File: config.mk
export PLATFORM = sky130hd
export DESIGN_NAME = midpoint_ellipse_rasterizer
export DESIGN_NICKNAME = d
export VERILOG_FILES = /design/src/hdl/mer_pkg.sv /design/src/hdl/mer_ctrl.sv /design/src/hdl/mer_dp.sv /design/src/hdl/midpoint_ellipse_rasterizer.sv
export SDC_FILE = /design/constraint.sdc
export NUM_CORES = 2
export LEC_CHECK = 0
export BUFFER_PORTS_ARGS = -buffer_cell sky130_fd_sc_hd__buf_2
export CAP_MARGIN = 20
export CORE_MARGIN = 2
export CORE_UTILIZATION = 30
export DETAILED_ROUTE_END_ITERATION = 10
export GPL_ROUTABILITY_DRIVEN = 1
export PLACE_DENSITY = 0.41
export SLEW_MARGIN = 10
export SYNTH_ARGS = -nofsm -noshare
export SYNTH_HDL_FRONTEND = slang
export SYNTH_SLANG_ARGS = --single-unit
File: constraint.sdc
create_clock -name i_clk -period 20.5 [get_ports i_clk]
set_clock_uncertainty 0.2 [all_clocks]
set_input_delay 4.1 -clock i_clk [delete_from_list [all_inputs] [get_ports i_clk]]
set_output_delay 4.1 -clock i_clk [all_outputs]
set_load 0.005 [all_outputs]
File: src/hdl/mer_pkg.sv
`timescale 1ns / 1ps

package mer_pkg;

    localparam int RAD_W   = 11;
    localparam int SQ_W    = 2 * RAD_W;
    localparam int OFFX_W  = 12;
    localparam int OFFY_W  = 13;
    localparam int TX_W    = OFFX_W + 1;
    localparam int TERM_W  = 36;
    localparam int DEC_W   = 50;
    localparam int OUT_W   = 14;
    localparam int COLOR_W = 32;
    localparam int MUL_A_W = 2 * TX_W;
    localparam int MUL_B_W = SQ_W;
    localparam int PROD_W  = MUL_A_W + MUL_B_W;

    localparam logic MODE_START = 1'b0;
    localparam logic MODE_STEP  = 1'b1;

    typedef enum logic [3:0] {
        S_IDLE,
        S_MUL_RX2,
        S_MUL_RY2,
        S_MUL_RXRY,
        S_INIT,
        S_SETTLE,
        S_REG_TX,
        S_REG_TY,
        S_REG_A,
        S_REG_B,
        S_REG_C,
        S_REG_D,
        S_ADV1,
        S_ADV2,
        S_OUT
    } t_state;

    typedef enum logic [3:0] {
        MUL_NONE,
        MUL_RX_RX,
        MUL_RY_RY,
        MUL_RX2_RY,
        MUL_TX_TX,
        MUL_TY_TY,
        MUL_RY2_TX2,
        MUL_RX2_TY2,
        MUL_RX2_RY2
    } t_mul_sel;

    typedef enum logic [3:0] {
        WB_NONE,
        WB_RX2,
        WB_RY2,
        WB_INIT,
        WB_TX2,
        WB_TY2,
        WB_DEC_SET,
        WB_DEC_ADD,
        WB_DEC_SUB
    } t_wb;

    typedef struct packed {
        logic     load;
        t_mul_sel mul_sel;
        t_wb      wb;
        logic     adv1;
        logic     adv2;
        logic     out_load;
        logic     out_null;
    } t_cmd;

    typedef struct packed {
        logic need_r2;
        logic more;
        logic out_free;
    } t_status;

endpackage

File: src/hdl/mer_ctrl.sv
`timescale 1ns / 1ps

module mer_ctrl (
    input  logic             i_clk,
    input  logic             i_rst_n,
    input  logic             i_valid,
    input  logic             i_mode,
    output logic             o_stall,
    input  mer_pkg::t_status i_status,
    output mer_pkg::t_cmd    o_cmd
);

    mer_pkg::t_state r_state, n_state;
    logic            r_active, n_active;
    logic            r_start, n_start;
    logic            r_null, n_null;
    logic            w_accept;

    assign o_stall  = (r_state != mer_pkg::S_IDLE);
    assign w_accept = i_valid && (r_state == mer_pkg::S_IDLE);

    always_ff @(posedge i_clk) begin
        if (!i_rst_n) begin
            r_state  <= mer_pkg::S_IDLE;
            r_active <= 1'b0;
            r_start  <= 1'b0;
            r_null   <= 1'b0;
        end else begin
            r_state  <= n_state;
            r_active <= n_active;
            r_start  <= n_start;
            r_null   <= n_null;
        end
    end

    // next state
    always_comb begin
        n_state  = r_state;
        n_active = r_active;
        n_start  = r_start;
        n_null   = r_null;
        unique case (r_state)
            mer_pkg::S_IDLE: begin
                if (w_accept) begin
                    n_null = 1'b0;
                    if (i_mode == mer_pkg::MODE_START) begin
                        n_state  = mer_pkg::S_MUL_RX2;
                        n_active = 1'b1;
                        n_start  = 1'b1;
                    end else if (r_active) begin
                        n_state = mer_pkg::S_ADV1;
                    end else begin
                        n_state = mer_pkg::S_OUT;
                        n_null  = 1'b1;
                    end
                end
            end
            mer_pkg::S_MUL_RX2:  n_state = mer_pkg::S_MUL_RY2;
            mer_pkg::S_MUL_RY2:  n_state = mer_pkg::S_MUL_RXRY;
            mer_pkg::S_MUL_RXRY: n_state = mer_pkg::S_INIT;
            mer_pkg::S_INIT:     n_state = mer_pkg::S_SETTLE;
            mer_pkg::S_SETTLE: begin
                priority if (i_status.need_r2) begin
                    n_state = mer_pkg::S_REG_TX;
                end else if (r_start) begin
                    // first set of a new ellipse is emitted after the first settle
                    n_state = mer_pkg::S_ADV1;
                    n_start = 1'b0;
                end else begin
                    n_state = mer_pkg::S_OUT;
                end
            end
            mer_pkg::S_REG_TX: n_state = mer_pkg::S_REG_TY;
            mer_pkg::S_REG_TY: n_state = mer_pkg::S_REG_A;
            mer_pkg::S_REG_A:  n_state = mer_pkg::S_REG_B;
            mer_pkg::S_REG_B:  n_state = mer_pkg::S_REG_C;
            mer_pkg::S_REG_C:  n_state = mer_pkg::S_REG_D;
            mer_pkg::S_REG_D:  n_state = mer_pkg::S_SETTLE;
            mer_pkg::S_ADV1:   n_state = mer_pkg::S_ADV2;
            mer_pkg::S_ADV2:   n_state = mer_pkg::S_SETTLE;
            mer_pkg::S_OUT: begin
                if (i_status.out_free) begin
                    n_state = mer_pkg::S_IDLE;
                    if (!r_null && !i_status.more) begin
                        n_active = 1'b0;
                    end
                end
            end
            default: n_state = mer_pkg::S_IDLE;
        endcase
    end

    // command outputs
    always_comb begin
        o_cmd          = '0;
        o_cmd.mul_sel  = mer_pkg::MUL_NONE;
        o_cmd.wb       = mer_pkg::WB_NONE;
        unique case (r_state)
            mer_pkg::S_IDLE: begin
                o_cmd.load = w_accept && (i_mode == mer_pkg::MODE_START);
            end
            mer_pkg::S_MUL_RX2: begin
                o_cmd.mul_sel = mer_pkg::MUL_RX_RX;
            end
            mer_pkg::S_MUL_RY2: begin
                o_cmd.mul_sel = mer_pkg::MUL_RY_RY;
                o_cmd.wb      = mer_pkg::WB_RX2;
            end
            mer_pkg::S_MUL_RXRY: begin
                o_cmd.mul_sel = mer_pkg::MUL_RX2_RY;
                o_cmd.wb      = mer_pkg::WB_RY2;
            end
            mer_pkg::S_INIT: begin
                o_cmd.wb = mer_pkg::WB_INIT;
            end
            mer_pkg::S_SETTLE: begin
            end
            mer_pkg::S_REG_TX: begin
                o_cmd.mul_sel = mer_pkg::MUL_TX_TX;
            end
            mer_pkg::S_REG_TY: begin
                o_cmd.mul_sel = mer_pkg::MUL_TY_TY;
                o_cmd.wb      = mer_pkg::WB_TX2;
            end
            mer_pkg::S_REG_A: begin
                o_cmd.mul_sel = mer_pkg::MUL_RY2_TX2;
                o_cmd.wb      = mer_pkg::WB_TY2;
            end
            mer_pkg::S_REG_B: begin
                o_cmd.mul_sel = mer_pkg::MUL_RX2_TY2;
                o_cmd.wb      = mer_pkg::WB_DEC_SET;
            end
            mer_pkg::S_REG_C: begin
                o_cmd.mul_sel = mer_pkg::MUL_RX2_RY2;
                o_cmd.wb      = mer_pkg::WB_DEC_ADD;
            end
            mer_pkg::S_REG_D: begin
                o_cmd.wb = mer_pkg::WB_DEC_SUB;
            end
            mer_pkg::S_ADV1: begin
                o_cmd.adv1 = 1'b1;
            end
            mer_pkg::S_ADV2: begin
                o_cmd.adv2 = 1'b1;
            end
            mer_pkg::S_OUT: begin
                o_cmd.out_load = i_status.out_free;
                o_cmd.out_null = r_null;
            end
            default: begin
            end
        endcase
    end

    a_accept_leaves_idle: assert property (@(posedge i_clk) disable iff (!i_rst_n)
        w_accept |=> (r_state != mer_pkg::S_IDLE))
        else $error("accepted beat did not start work");

    a_start_sets_active: assert property (@(posedge i_clk) disable iff (!i_rst_n)
        o_cmd.load |=> r_active)
        else $error("start beat did not mark the ellipse active");

    a_null_only_inactive: assert property (@(posedge i_clk) disable iff (!i_rst_n)
        ((r_state == mer_pkg::S_OUT) && r_null) |-> !r_active)
        else $error("empty result while an ellipse is active");

endmodule

File: src/hdl/mer_dp.sv
`timescale 1ns / 1ps

module mer_dp #(
    parameter int COORD_BITS = 12
) (
    input  logic                              i_clk,
    input  logic                              i_rst_n,
    input  mer_pkg::t_cmd                     i_cmd,
    output mer_pkg::t_status                  o_status,
    input  logic [mer_pkg::RAD_W-1:0]         i_radius_x,
    input  logic [mer_pkg::RAD_W-1:0]         i_radius_y,
    input  logic [COORD_BITS-1:0]             i_center_x,
    input  logic [COORD_BITS-1:0]             i_center_y,
    input  logic [mer_pkg::COLOR_W-1:0]       i_draw_color,
    input  logic                              i_stall,
    output logic                              o_valid,
    output logic                              o_point_valid,
    output logic                              o_last_set,
    output logic signed [mer_pkg::OUT_W-1:0]  o_right_x,
    output logic signed [mer_pkg::OUT_W-1:0]  o_left_x,
    output logic signed [mer_pkg::OUT_W-1:0]  o_lower_y,
    output logic signed [mer_pkg::OUT_W-1:0]  o_upper_y,
    output logic [mer_pkg::COLOR_W-1:0]       o_pixel_color
);

    localparam int RAD_W   = mer_pkg::RAD_W;
    localparam int SQ_W    = mer_pkg::SQ_W;
    localparam int OFFX_W  = mer_pkg::OFFX_W;
    localparam int OFFY_W  = mer_pkg::OFFY_W;
    localparam int TX_W    = mer_pkg::TX_W;
    localparam int TERM_W  = mer_pkg::TERM_W;
    localparam int DEC_W   = mer_pkg::DEC_W;
    localparam int OUT_W   = mer_pkg::OUT_W;
    localparam int COLOR_W = mer_pkg::COLOR_W;
    localparam int MUL_A_W = mer_pkg::MUL_A_W;
    localparam int MUL_B_W = mer_pkg::MUL_B_W;
    localparam int PROD_W  = mer_pkg::PROD_W;
    localparam int SUM_W   = ((COORD_BITS > OFFY_W) ? COORD_BITS : OFFY_W) + 2;

    // latched ellipse
    logic [RAD_W-1:0]         r_rx, r_ry;
    logic [COORD_BITS-1:0]    r_cx, r_cy;
    logic [COLOR_W-1:0]       r_color;
    logic [SQ_W-1:0]          r_rx2, r_ry2;

    // iteration state
    logic                     r_r2;
    logic                     r_br;
    logic [OFFX_W-1:0]        r_offx;
    logic signed [OFFY_W-1:0] r_offy;
    logic signed [TERM_W-1:0] r_stepx, r_stepy;
    logic signed [DEC_W-1:0]  r_dec;

    // multiplier
    logic [MUL_A_W-1:0]       w_ma, r_tx2, r_ty2;
    logic [MUL_B_W-1:0]       w_mb;
    logic [PROD_W-1:0]        r_prod;
    logic [TX_W-1:0]          w_tx, w_ty_mag;
    logic signed [OFFY_W-1:0] w_ty;

    // pending set and output register
    logic [OUT_W-1:0]         r_pend_rx, r_pend_lx, r_pend_ly, r_pend_uy;
    logic                     r_out_valid;

    logic signed [SUM_W-1:0]  w_cx, w_cy, w_ox, w_oy, w_rx_s, w_lx_s, w_ly_s, w_uy_s;
    logic signed [TERM_W-1:0] w_2rx2, w_2ry2;
    logic signed [DEC_W-1:0]  w_rx2_d, w_ry2_d, w_prod_d, w_sx_d, w_sy_d, w_rt_d, w_dterm;
    logic                     w_region_one;

    assign w_tx     = {r_offx, 1'b1};
    assign w_ty     = r_offy - OFFY_W'(1);
    assign w_ty_mag = w_ty[OFFY_W-1] ? TX_W'(-w_ty) : TX_W'(w_ty);

    always_comb begin
        unique case (i_cmd.mul_sel)
            mer_pkg::MUL_RX_RX: begin
                w_ma = MUL_A_W'(r_rx);
                w_mb = MUL_B_W'(r_rx);
            end
            mer_pkg::MUL_RY_RY: begin
                w_ma = MUL_A_W'(r_ry);
                w_mb = MUL_B_W'(r_ry);
            end
            mer_pkg::MUL_RX2_RY: begin
                w_ma = MUL_A_W'(r_rx2);
                w_mb = MUL_B_W'(r_ry);
            end
            mer_pkg::MUL_TX_TX: begin
                w_ma = MUL_A_W'(w_tx);
                w_mb = MUL_B_W'(w_tx);
            end
            mer_pkg::MUL_TY_TY: begin
                w_ma = MUL_A_W'(w_ty_mag);
                w_mb = MUL_B_W'(w_ty_mag);
            end
            mer_pkg::MUL_RY2_TX2: begin
                w_ma = r_tx2;
                w_mb = r_ry2;
            end
            mer_pkg::MUL_RX2_TY2: begin
                w_ma = r_ty2;
                w_mb = r_rx2;
            end
            mer_pkg::MUL_RX2_RY2: begin
                w_ma = MUL_A_W'(r_rx2);
                w_mb = r_ry2;
            end
            default: begin
                w_ma = '0;
                w_mb = '0;
            end
        endcase
    end

    always_ff @(posedge i_clk) begin
        r_prod <= PROD_W'(w_ma) * PROD_W'(w_mb);
    end

    assign w_2rx2   = TERM_W'({r_rx2, 1'b0});
    assign w_2ry2   = TERM_W'({r_ry2, 1'b0});
    assign w_rx2_d  = DEC_W'(r_rx2);
    assign w_ry2_d  = DEC_W'(r_ry2);
    assign w_prod_d = DEC_W'(r_prod);

    // decision update: both regions share stepx - stepy + r^2 with terms dropped per branch
    assign w_region_one = !r_r2;
    assign w_sx_d  = (w_region_one || r_br) ? DEC_W'(r_stepx) : '0;
    assign w_sy_d  = (r_r2 || r_br) ? DEC_W'(r_stepy) : '0;
    assign w_rt_d  = r_r2 ? w_rx2_d : w_ry2_d;
    assign w_dterm = w_sx_d - w_sy_d + w_rt_d;

    always_ff @(posedge i_clk) begin
        if (!i_rst_n) begin
            r_r2 <= 1'b0;
        end else if (i_cmd.wb == mer_pkg::WB_INIT) begin
            r_r2 <= 1'b0;
        end else if (i_cmd.wb == mer_pkg::WB_DEC_SUB) begin
            r_r2 <= 1'b1;
        end
    end

    always_ff @(posedge i_clk) begin
        if (i_cmd.load) begin
            r_rx    <= i_radius_x;
            r_ry    <= i_radius_y;
            r_cx    <= i_center_x;
            r_cy    <= i_center_y;
            r_color <= i_draw_color;
        end
        unique case (i_cmd.wb)
            mer_pkg::WB_RX2: r_rx2 <= r_prod[SQ_W-1:0];
            mer_pkg::WB_RY2: r_ry2 <= r_prod[SQ_W-1:0];
            mer_pkg::WB_INIT: begin
                r_offx  <= '0;
                r_offy  <= OFFY_W'(r_ry);
                r_stepx <= '0;
                r_stepy <= TERM_W'({r_prod, 1'b0});
                r_dec   <= (w_ry2_d <<< 2) - (w_prod_d <<< 2) + w_rx2_d;
            end
            mer_pkg::WB_TX2:     r_tx2 <= r_prod[MUL_A_W-1:0];
            mer_pkg::WB_TY2:     r_ty2 <= r_prod[MUL_A_W-1:0];
            mer_pkg::WB_DEC_SET: r_dec <= w_prod_d;
            mer_pkg::WB_DEC_ADD: r_dec <= r_dec + (w_prod_d <<< 2);
            mer_pkg::WB_DEC_SUB: r_dec <= r_dec - (w_prod_d <<< 2);
            default: begin
            end
        endcase
        if (i_cmd.adv1) begin
            r_pend_rx <= w_rx_s[OUT_W-1:0];
            r_pend_lx <= w_lx_s[OUT_W-1:0];
            r_pend_ly <= w_ly_s[OUT_W-1:0];
            r_pend_uy <= w_uy_s[OUT_W-1:0];
            if (w_region_one) begin
                r_offx  <= r_offx + OFFX_W'(1);
                r_stepx <= r_stepx + w_2ry2;
                r_br    <= !r_dec[DEC_W-1];
                if (!r_dec[DEC_W-1]) begin
                    r_offy  <= r_offy - OFFY_W'(1);
                    r_stepy <= r_stepy - w_2rx2;
                end
            end else begin
                r_offy  <= r_offy - OFFY_W'(1);
                r_stepy <= r_stepy - w_2rx2;
                r_br    <= !(r_dec > 0);
                if (!(r_dec > 0)) begin
                    r_offx  <= r_offx + OFFX_W'(1);
                    r_stepx <= r_stepx + w_2ry2;
                end
            end
        end
        if (i_cmd.adv2) begin
            r_dec <= r_dec + (w_dterm <<< 2);
        end
    end

    // coordinates of the current set
    assign w_cx   = SUM_W'(r_cx);
    assign w_cy   = SUM_W'(r_cy);
    assign w_ox   = SUM_W'(r_offx);
    assign w_oy   = SUM_W'(r_offy);
    assign w_rx_s = w_cx + w_ox;
    assign w_lx_s = w_cx - w_ox;
    assign w_ly_s = w_cy + w_oy;
    assign w_uy_s = w_cy - w_oy;

    assign o_status.need_r2  = !r_r2 && !(r_stepx < r_stepy);
    assign o_status.more     = r_r2 ? !r_offy[OFFY_W-1] : 1'b1;
    assign o_status.out_free = !r_out_valid || !i_stall;

    always_ff @(posedge i_clk) begin
        if (!i_rst_n) begin
            r_out_valid <= 1'b0;
        end else if (i_cmd.out_load) begin
            r_out_valid <= 1'b1;
        end else if (!i_stall) begin
            r_out_valid <= 1'b0;
        end
    end

    always_ff @(posedge i_clk) begin
        if (i_cmd.out_load) begin
            if (i_cmd.out_null) begin
                o_point_valid <= 1'b0;
                o_last_set    <= 1'b0;
                o_right_x     <= '0;
                o_left_x      <= '0;
                o_lower_y     <= '0;
                o_upper_y     <= '0;
                o_pixel_color <= '0;
            end else begin
                o_point_valid <= 1'b1;
                o_last_set    <= !o_status.more;
                o_right_x     <= r_pend_rx;
                o_left_x      <= r_pend_lx;
                o_lower_y     <= r_pend_ly;
                o_upper_y     <= r_pend_uy;
                o_pixel_color <= r_color;
            end
        end
    end

    assign o_valid = r_out_valid;

    a_load_shows_valid: assert property (@(posedge i_clk) disable iff (!i_rst_n)
        i_cmd.out_load |=> r_out_valid)
        else $error("result load did not raise valid");

    a_region_two_sticky: assert property (@(posedge i_clk) disable iff (!i_rst_n)
        ($fell(r_r2) && $past(i_rst_n)) |-> ($past(i_cmd.wb) == mer_pkg::WB_INIT))
        else $error("left region two without a new ellipse");

    a_no_overwrite: assert property (@(posedge i_clk) disable iff (!i_rst_n)
        (r_out_valid && i_stall) |-> !i_cmd.out_load)
        else $error("result overwritten while stalled");

endmodule

File: src/hdl/midpoint_ellipse_rasterizer.sv
`timescale 1ns / 1ps
// channel  | handshake          | payload
// input    | i_valid / o_stall  | i_mode, i_radius_x, i_radius_y, i_center_x, i_center_y,
//          |                    | i_draw_color
// output   | o_valid / i_stall  | o_point_valid, o_last_set, o_right_x, o_left_x,
//          |                    | o_lower_y, o_upper_y, o_pixel_color
//
// one beat in flight; a step loads the result register after the two advance states and the
// region check, once the output register is free, and the next beat is taken after that load.
// a start first forms the radius products on the shared multiplier, sets up the decision
// and does the first region check; the region change adds chained products plus a recheck.
// synchronous active-low reset clears control state; no clearing pass.
// a stalled result holds in the output register; a new beat is taken meanwhile and waits
// for it before its own result is loaded.

module midpoint_ellipse_rasterizer #(
    parameter int COORD_BITS = 12
) (
    input  logic                              i_clk,
    input  logic                              i_rst_n,
    input  logic                              i_valid,
    output logic                              o_stall,
    input  logic                              i_mode,
    input  logic [mer_pkg::RAD_W-1:0]         i_radius_x,
    input  logic [mer_pkg::RAD_W-1:0]         i_radius_y,
    input  logic [COORD_BITS-1:0]             i_center_x,
    input  logic [COORD_BITS-1:0]             i_center_y,
    input  logic [mer_pkg::COLOR_W-1:0]       i_draw_color,
    output logic                              o_valid,
    input  logic                              i_stall,
    output logic                              o_point_valid,
    output logic                              o_last_set,
    output logic signed [mer_pkg::OUT_W-1:0]  o_right_x,
    output logic signed [mer_pkg::OUT_W-1:0]  o_left_x,
    output logic signed [mer_pkg::OUT_W-1:0]  o_lower_y,
    output logic signed [mer_pkg::OUT_W-1:0]  o_upper_y,
    output logic [mer_pkg::COLOR_W-1:0]       o_pixel_color
);

    mer_pkg::t_cmd    w_cmd;
    mer_pkg::t_status w_status;

    mer_ctrl u_ctrl (
        .i_clk    (i_clk),
        .i_rst_n  (i_rst_n),
        .i_valid  (i_valid),
        .i_mode   (i_mode),
        .o_stall  (o_stall),
        .i_status (w_status),
        .o_cmd    (w_cmd)
    );

    mer_dp #(
        .COORD_BITS (COORD_BITS)
    ) u_dp (
        .i_clk         (i_clk),
        .i_rst_n       (i_rst_n),
        .i_cmd         (w_cmd),
        .o_status      (w_status),
        .i_radius_x    (i_radius_x),
        .i_radius_y    (i_radius_y),
        .i_center_x    (i_center_x),
        .i_center_y    (i_center_y),
        .i_draw_color  (i_draw_color),
        .i_stall       (i_stall),
        .o_valid       (o_valid),
        .o_point_valid (o_point_valid),
        .o_last_set    (o_last_set),
        .o_right_x     (o_right_x),
        .o_left_x      (o_left_x),
        .o_lower_y     (o_lower_y),
        .o_upper_y     (o_upper_y),
        .o_pixel_color (o_pixel_color)
    );

endmodule

Yosys cells after proc, flatten, opt, wreduce, memory -nomap -nowiden:

Index checks and enable logic that the tools add are counted.

* input bits: 83
* flip-flop bits (word level): 525
* logic and storage cells: 171
* output and inout port bits: 92

* equal/unequal tests: 36
* bitwise logic cells: 2
* multipliers: 1
* add/sub/neg operators: 16
* mux-type cells: 51
* reduce and logical (&&, ||, !) cells: 30
* magnitude comparators: 2

Operators with widths (count)
* two-way mux 36 bit: 8
* case mux 50 bit (4 select lines): 1
* case mux 26 bit (7 select lines): 1
* case mux 22 bit (6 select lines): 1
* adder 50 bit: 2
* two-way mux 48 bit: 2
* two-way mux 13 bit: 5
* case mux 4 bit (8 select lines): 2
* case mux 4 bit (13 select lines): 1
* adder 50 x 23 -> 50 bit: 1
* greater-than comparator 50 x 1 -> 1 bit, second input constant: 1
* two-way mux 50 bit: 1
* subtractor 25 x 50 -> 50 bit: 1
* subtractor 50 bit: 1
* adder 48 bit: 1
* == test 4 x 3 -> 1 bit, second input constant: 12
* multiplier 26 x 22 -> 48 bit: 1
* two-way mux 12 bit: 4
* subtractor 48 bit: 1
* adder 36 x 24 -> 36 bit: 1
* == test 4 bit, second input constant: 9
* < comparator 36 bit: 1
* subtractor 36 x 24 -> 36 bit: 1
* == test 4 x 2 -> 1 bit, second input constant: 6
* other kinds (28): 73

Depth between registers and ports, before layout:

* word-level depth: 7
* mapped depth: 37

Cells and area by module:

A second synthesis with hierarchy kept.

* cell total of the unflattened synthesis: 6005
* area, all modules: 54347.1 um^2

By module, submodules not included
* mer_dp: instances 1, area each 53729.0 um^2, cells an instance 5917, seq. area each 13863.3 um^2
* mer_ctrl: instances 1, area each 618.1 um^2, cells an instance 88, seq. area each 140.1 um^2

Worst setup path after synthesis:

Ideal clock, no wire load.

* path type: flip-flop to flip-flop
* from: reg u_ctrl.r_state[0]
* to: reg u_dp.r_prod[46]
* data required time: 20167 ps
* stages on the path, launching flop included: 34
* library setup time: 133 ps
* clock period less this slack: 9725 ps
* path buffers: 4
* arrival time: 9392 ps
* setup slack: 10775 ps
* path through: dfxtp_1 clkbuf_1 nand2_1 nor3_1 o21bai_1 clkbuf_1 clkbuf_1 nand2_1 nand2_1 clkbuf_1 nand2_1 fa_1 inv_1 fa_1 inv_1 fa_1 inv_1 fa_1 fa_1 fa_1 inv_1 fa_1 inv_1 ha_1 a21oi_1 o21bai_1 a21oi_1 o21ai_0 a221o_1 or3_1 o211ai_1 or2_2 a221oi_1 xor2_1

* word-level cells in the longest chain between the ends: 6
* elaborated cells on any way between the ends: 23
* those cells by class: mul (1); eq/ne (16); mux (3); reduce/logical (3)

RTL lines
* start: declaration: line mer_ctrl.sv:13 `mer_pkg::t_state r_state, n_state;`
* start signal: assignment: line mer_ctrl.sv:24 `r_state <= mer_pkg::S_IDLE;`
* start signal: assignment: line mer_ctrl.sv:29 `r_state <= n_state;`
* == test 4 bit, or another cell as far along: line mer_ctrl.sv:98 `unique case (r_state)`
* case mux 4 bit (8 select lines) *: line mer_ctrl.sv:98
* == test 4 x 2 -> 1 bit, or another cell as far along: line mer_dp.sv:75 `unique case (i_cmd.mul_sel)`
* OR reduction 2 bit (no source line)
* case mux 26 bit (7 select lines) or case mux 22 bit (6 select lines) (tied branches): line mer_dp.sv:75
* multiplier 26 x 22 -> 48 bit *: line mer_dp.sv:116 `r_prod <= PROD_W'(w_ma) * PROD_W'(w_mb);`
* end signal: assignment: line mer_dp.sv:116
* end: declaration: line mer_dp.sv:57 `logic [PROD_W-1:0] r_prod;`

Every way passes the cells marked *; elsewhere a longest branch is shown, timed or not.
A chain may end at the register's enable or synchronous reset.

Final worst setup path:

* from: reg u_dp.r_offy[1]
* to: reg u_dp.r_prod[45]

* word-level cells in the longest chain between the ends: 5
* elaborated cells on any way between the ends: 6
* those cells by class: add/sub (2); mul (1); mux (3)

RTL lines
* start: declaration: line mer_dp.sv:50 `logic signed [OFFY_W-1:0] r_offy;`
* start signal: assignment: line mer_dp.sv:155 `r_offy <= OFFY_W'(r_ry);`
* start signal: assignment: line mer_dp.sv:178 `r_offy <= r_offy - OFFY_W'(1);`
* start signal: assignment: line mer_dp.sv:182 `r_offy <= r_offy - OFFY_W'(1);`
* subtractor 13 x 2 -> 13 bit *: line mer_dp.sv:71 `assign w_ty = r_offy - OFFY_W'(1);`
* negator 13 bit: line mer_dp.sv:72 `assign w_ty_mag = w_ty[OFFY_W-1] ? TX_W'(-w_ty) : TX_W'(w_ty);`
* two-way mux 13 bit *: line mer_dp.sv:72
* case mux 26 bit (7 select lines) or case mux 22 bit (6 select lines) (tied branches): line mer_dp.sv:75
* multiplier 26 x 22 -> 48 bit *: line mer_dp.sv:116

Marked as above.

==> metrics.md <==
| Metric | Value |
|---|---|
| CTS buffer count | 61 |
| Synth Register Bits | 517 |
| # clock sinks | 517 |
| Wire per inst | 23.31 um |
| Max Transition Viols Final | 0 |
| Via count | 43460 |
| TritonCTS clock tree | done |
| Root buffer cell | clkbuf_16 |
| Global route overflow | 0 |
| RSZ-0062 raised after global routing | false |
| Status | finished, final reports clean |
| Distinct cells, synth | 91 |
| First-pass GRT wire length | 292200 um |
| H-tree levels | 2 |
| Power density of the placed cells | 168.8 nW/um^2 |
| Area Overhead vs Synth | 10.73% |
| Slew HR | 19.99% |
| Mapped Nets | 6992 |
| Setup crit end kind | flop |
| Fin Setup TNS | 0 ps |
| Hold Crit Class | reg -> reg |
| # nets final | 7087 |
| CP Launch Type | flop |
| Most frequent cell after synthesis | inv_1 |
| Highest clock rate | 86.13 MHz |
| Kind of critical path | reg -> reg |
| IO Pins | 175 |
| Layout cells sized above 1 | 7.227% |
| Hold slack | 309.1 ps |
| Slew @ Worst Pin | 1182 ps |
| Final setup vio count | 0 |
| Sequential fraction of the synthesis area | 26.00% |
| Cell count after synthesis | 5916 |
| Top-area cell type share of the netlist area | 20.35% |
| Final HPWL DP | 154000 um |
| CTS max path bufs | 3 |
| Slowest stage cell, crit path | nand3_1 |
| Final worst path period share | 56.64% |
| Largest net degree at the start of global routing | 108 |
| Yosys top cell by area | edfxtp_1 |
| Slowest cell delay on critical path | 1090 ps |
| Drt first pass iters | 6 |
| Maxcap violations | 0 |
| Die area | 182900 um^2 |
| Die Span Y | 427.7 um |
| Setup Fix Bufs, Post-CTS | 0 |
| Post-synth top cells | 752 x inv_1, 699 x nand2_1, 527 x fa_1 |
| Hold_buf cts | 0 |
| Core ar. | 178400 um^2 |
| Final min period | 11610 ps |
| Top cells by area, synth | edfxtp_1 20%, fa_1 20%, ha_1 11% |
| Most used DFF post-synth | edfxtp_1 |
| Initial antenna violation count | 3 |
| Post-cts repair resize count | 0 |
| Worst EP arrival | 11980 ps |
| Antenna Nets Post-Route | 0 |
| Crit path top cell by count | fa_1 |
| Worst EP required | 20870 ps |
| Synth async-reset ratio | 0% |
| Mapped cell area | 53860 um^2 |
| Row Count | 155 |
| Final Hold Vio Count | 0 |
| Residual DRC count | 0 |
| GRT Overall Usage | 21.32% |
| Vias per cell | 5.162 |
| Synth Area per Inst | 9.103 um^2 |
| DIE WIDTH | 427.7 um |
| Detailed Route WL | 196200 um |
| Clk pin slew, worst setup/hold paths | 60 ps |
| Port Buffers | 173 |
| Syn. warnings | 0 |
| Post-synth EDFFs | 365 |
| Initial Util | 30.18% |
| Vias in the first global route | 43940 |
| Worst-Skew Late Latency | 710 ps |
| Max VDD drop | 81.56 uV |
| DRT iter0 DRCs | 3138 |
| Peak fanout along the critical path | 16 |
| Leakage Power | 0.02608 uW |
| Placer's final routability congestion estimate | 0.9060 |
==> cells in the final DEF (no fill, tap or decap), drive strengths merged, types with 213 or more instances in the layout <==
cell,n
nand2,700
edfxtp,365
a21oi,317
fa,527
inv,755
nor2,456
buf,279
xnor2,213
o21ai,270
ha,466
==> through the flow <==
stage | util, % | cells | total power, uW | cell area, um^2 | worst slack, ps
floorplan | - | 5916 | 6601 | 53860 | 10780
global placement | 32.29 | 8300 | 8920 | 57610 | 9226
detailed placement | 32.29 | 8300 | 8903 | 57610 | 9021
CTS | 33.41 | 8413 | 10090 | 59600 | 8936
global route | 33.42 | 8416 | 10920 | 59630 | 8150
finish | 33.42 | 8418 | 10060 | 59630 | 8889
==> power by group <==
group / leakage [uW] / internal [uW] / total (uW) / switching, uW
clock: 0.000944 / 619 / 1110 / 495
combinational: 0.0206 / 2620 / 7210 / 4590
sequential: 0.00457 / 1450 / 1740 / 288
==> cell type report <==
type / instances / area [um^2]
multi-input combinational: 4396 / 36160
timing repair buffer: 281 / 1689
clock inverter: 35 / 397.9
antenna: 2 / 5.005
sequential: 517 / 14000
clock buffer: 78 / 1600
inverter: 754 / 2830
fill: 18670 / 118800
tap: 2355 / 2947
==> final timing paths <==
kind	from	end	slack, ps	depth (start not counted)
min reg2reg	u_dp.r_stepx[1]	u_dp.r_stepx[1]	310	2
min	u_dp.r_stepx[1]	u_dp.r_stepx[1]	310	2
max	u_dp.r_offy[1]	u_dp.r_prod[45]	8890	31
max reg2reg	u_dp.r_offy[1]	u_dp.r_prod[45]	8890	31
==> flip-flops by register name, indices dropped and copies added (netlist names), 14 cells and up <==
| name | cells |
|---|---|
| u_dp.r_ty2 | 26 |
| u_dp.r_color | 32 |
| u_dp.r_rx2 | 22 |
| u_dp.r_prod | 48 |
| u_dp.r_tx2 | 26 |
| u_dp.r_ry2 | 22 |
| u_dp.o_pixel_color | 32 |
| u_dp.r_stepy | 36 |
| u_dp.r_dec | 50 |
| u_dp.r_stepx | 36 |
| u_dp.r_pend_ly | 14 |
| u_dp.o_upper_y | 14 |
==> cells by family after synthesis <==
logic type	after synthesis	synth area share [%]
simple gates	1772	15.09
compound gates	1274	15.59
buf+inv	1003	7.072
fa+ha+maj	993	30.42
flops	517	26.00
xor+xnor	346	5.627
mux	10	0.1928
other cells	1	0.006963
==> layer usage <==
layer | part of all wire (%) | global-route usage, %
met5 | 0.0066 | 0
met4 | 2.4 | 4.860
met3 | 4.4 | 2.163
met2 | 49 | 36.82
met1 | 45 | 28.64
==> critical path: cells and delay by family (launching register included) <==
family / cells / cell delay, ps
AO/OA/AOI/OAI: 7 / 2570
AND/OR/NAND/NOR: 8 / 3330
buffers and inverters: 4 / 380
flip-flops: 1 / 350
XOR/XNOR: 3 / 710
adder cells (fa/ha/maj): 9 / 3900
No activity file was read; power rests on OpenSTA's default activity.
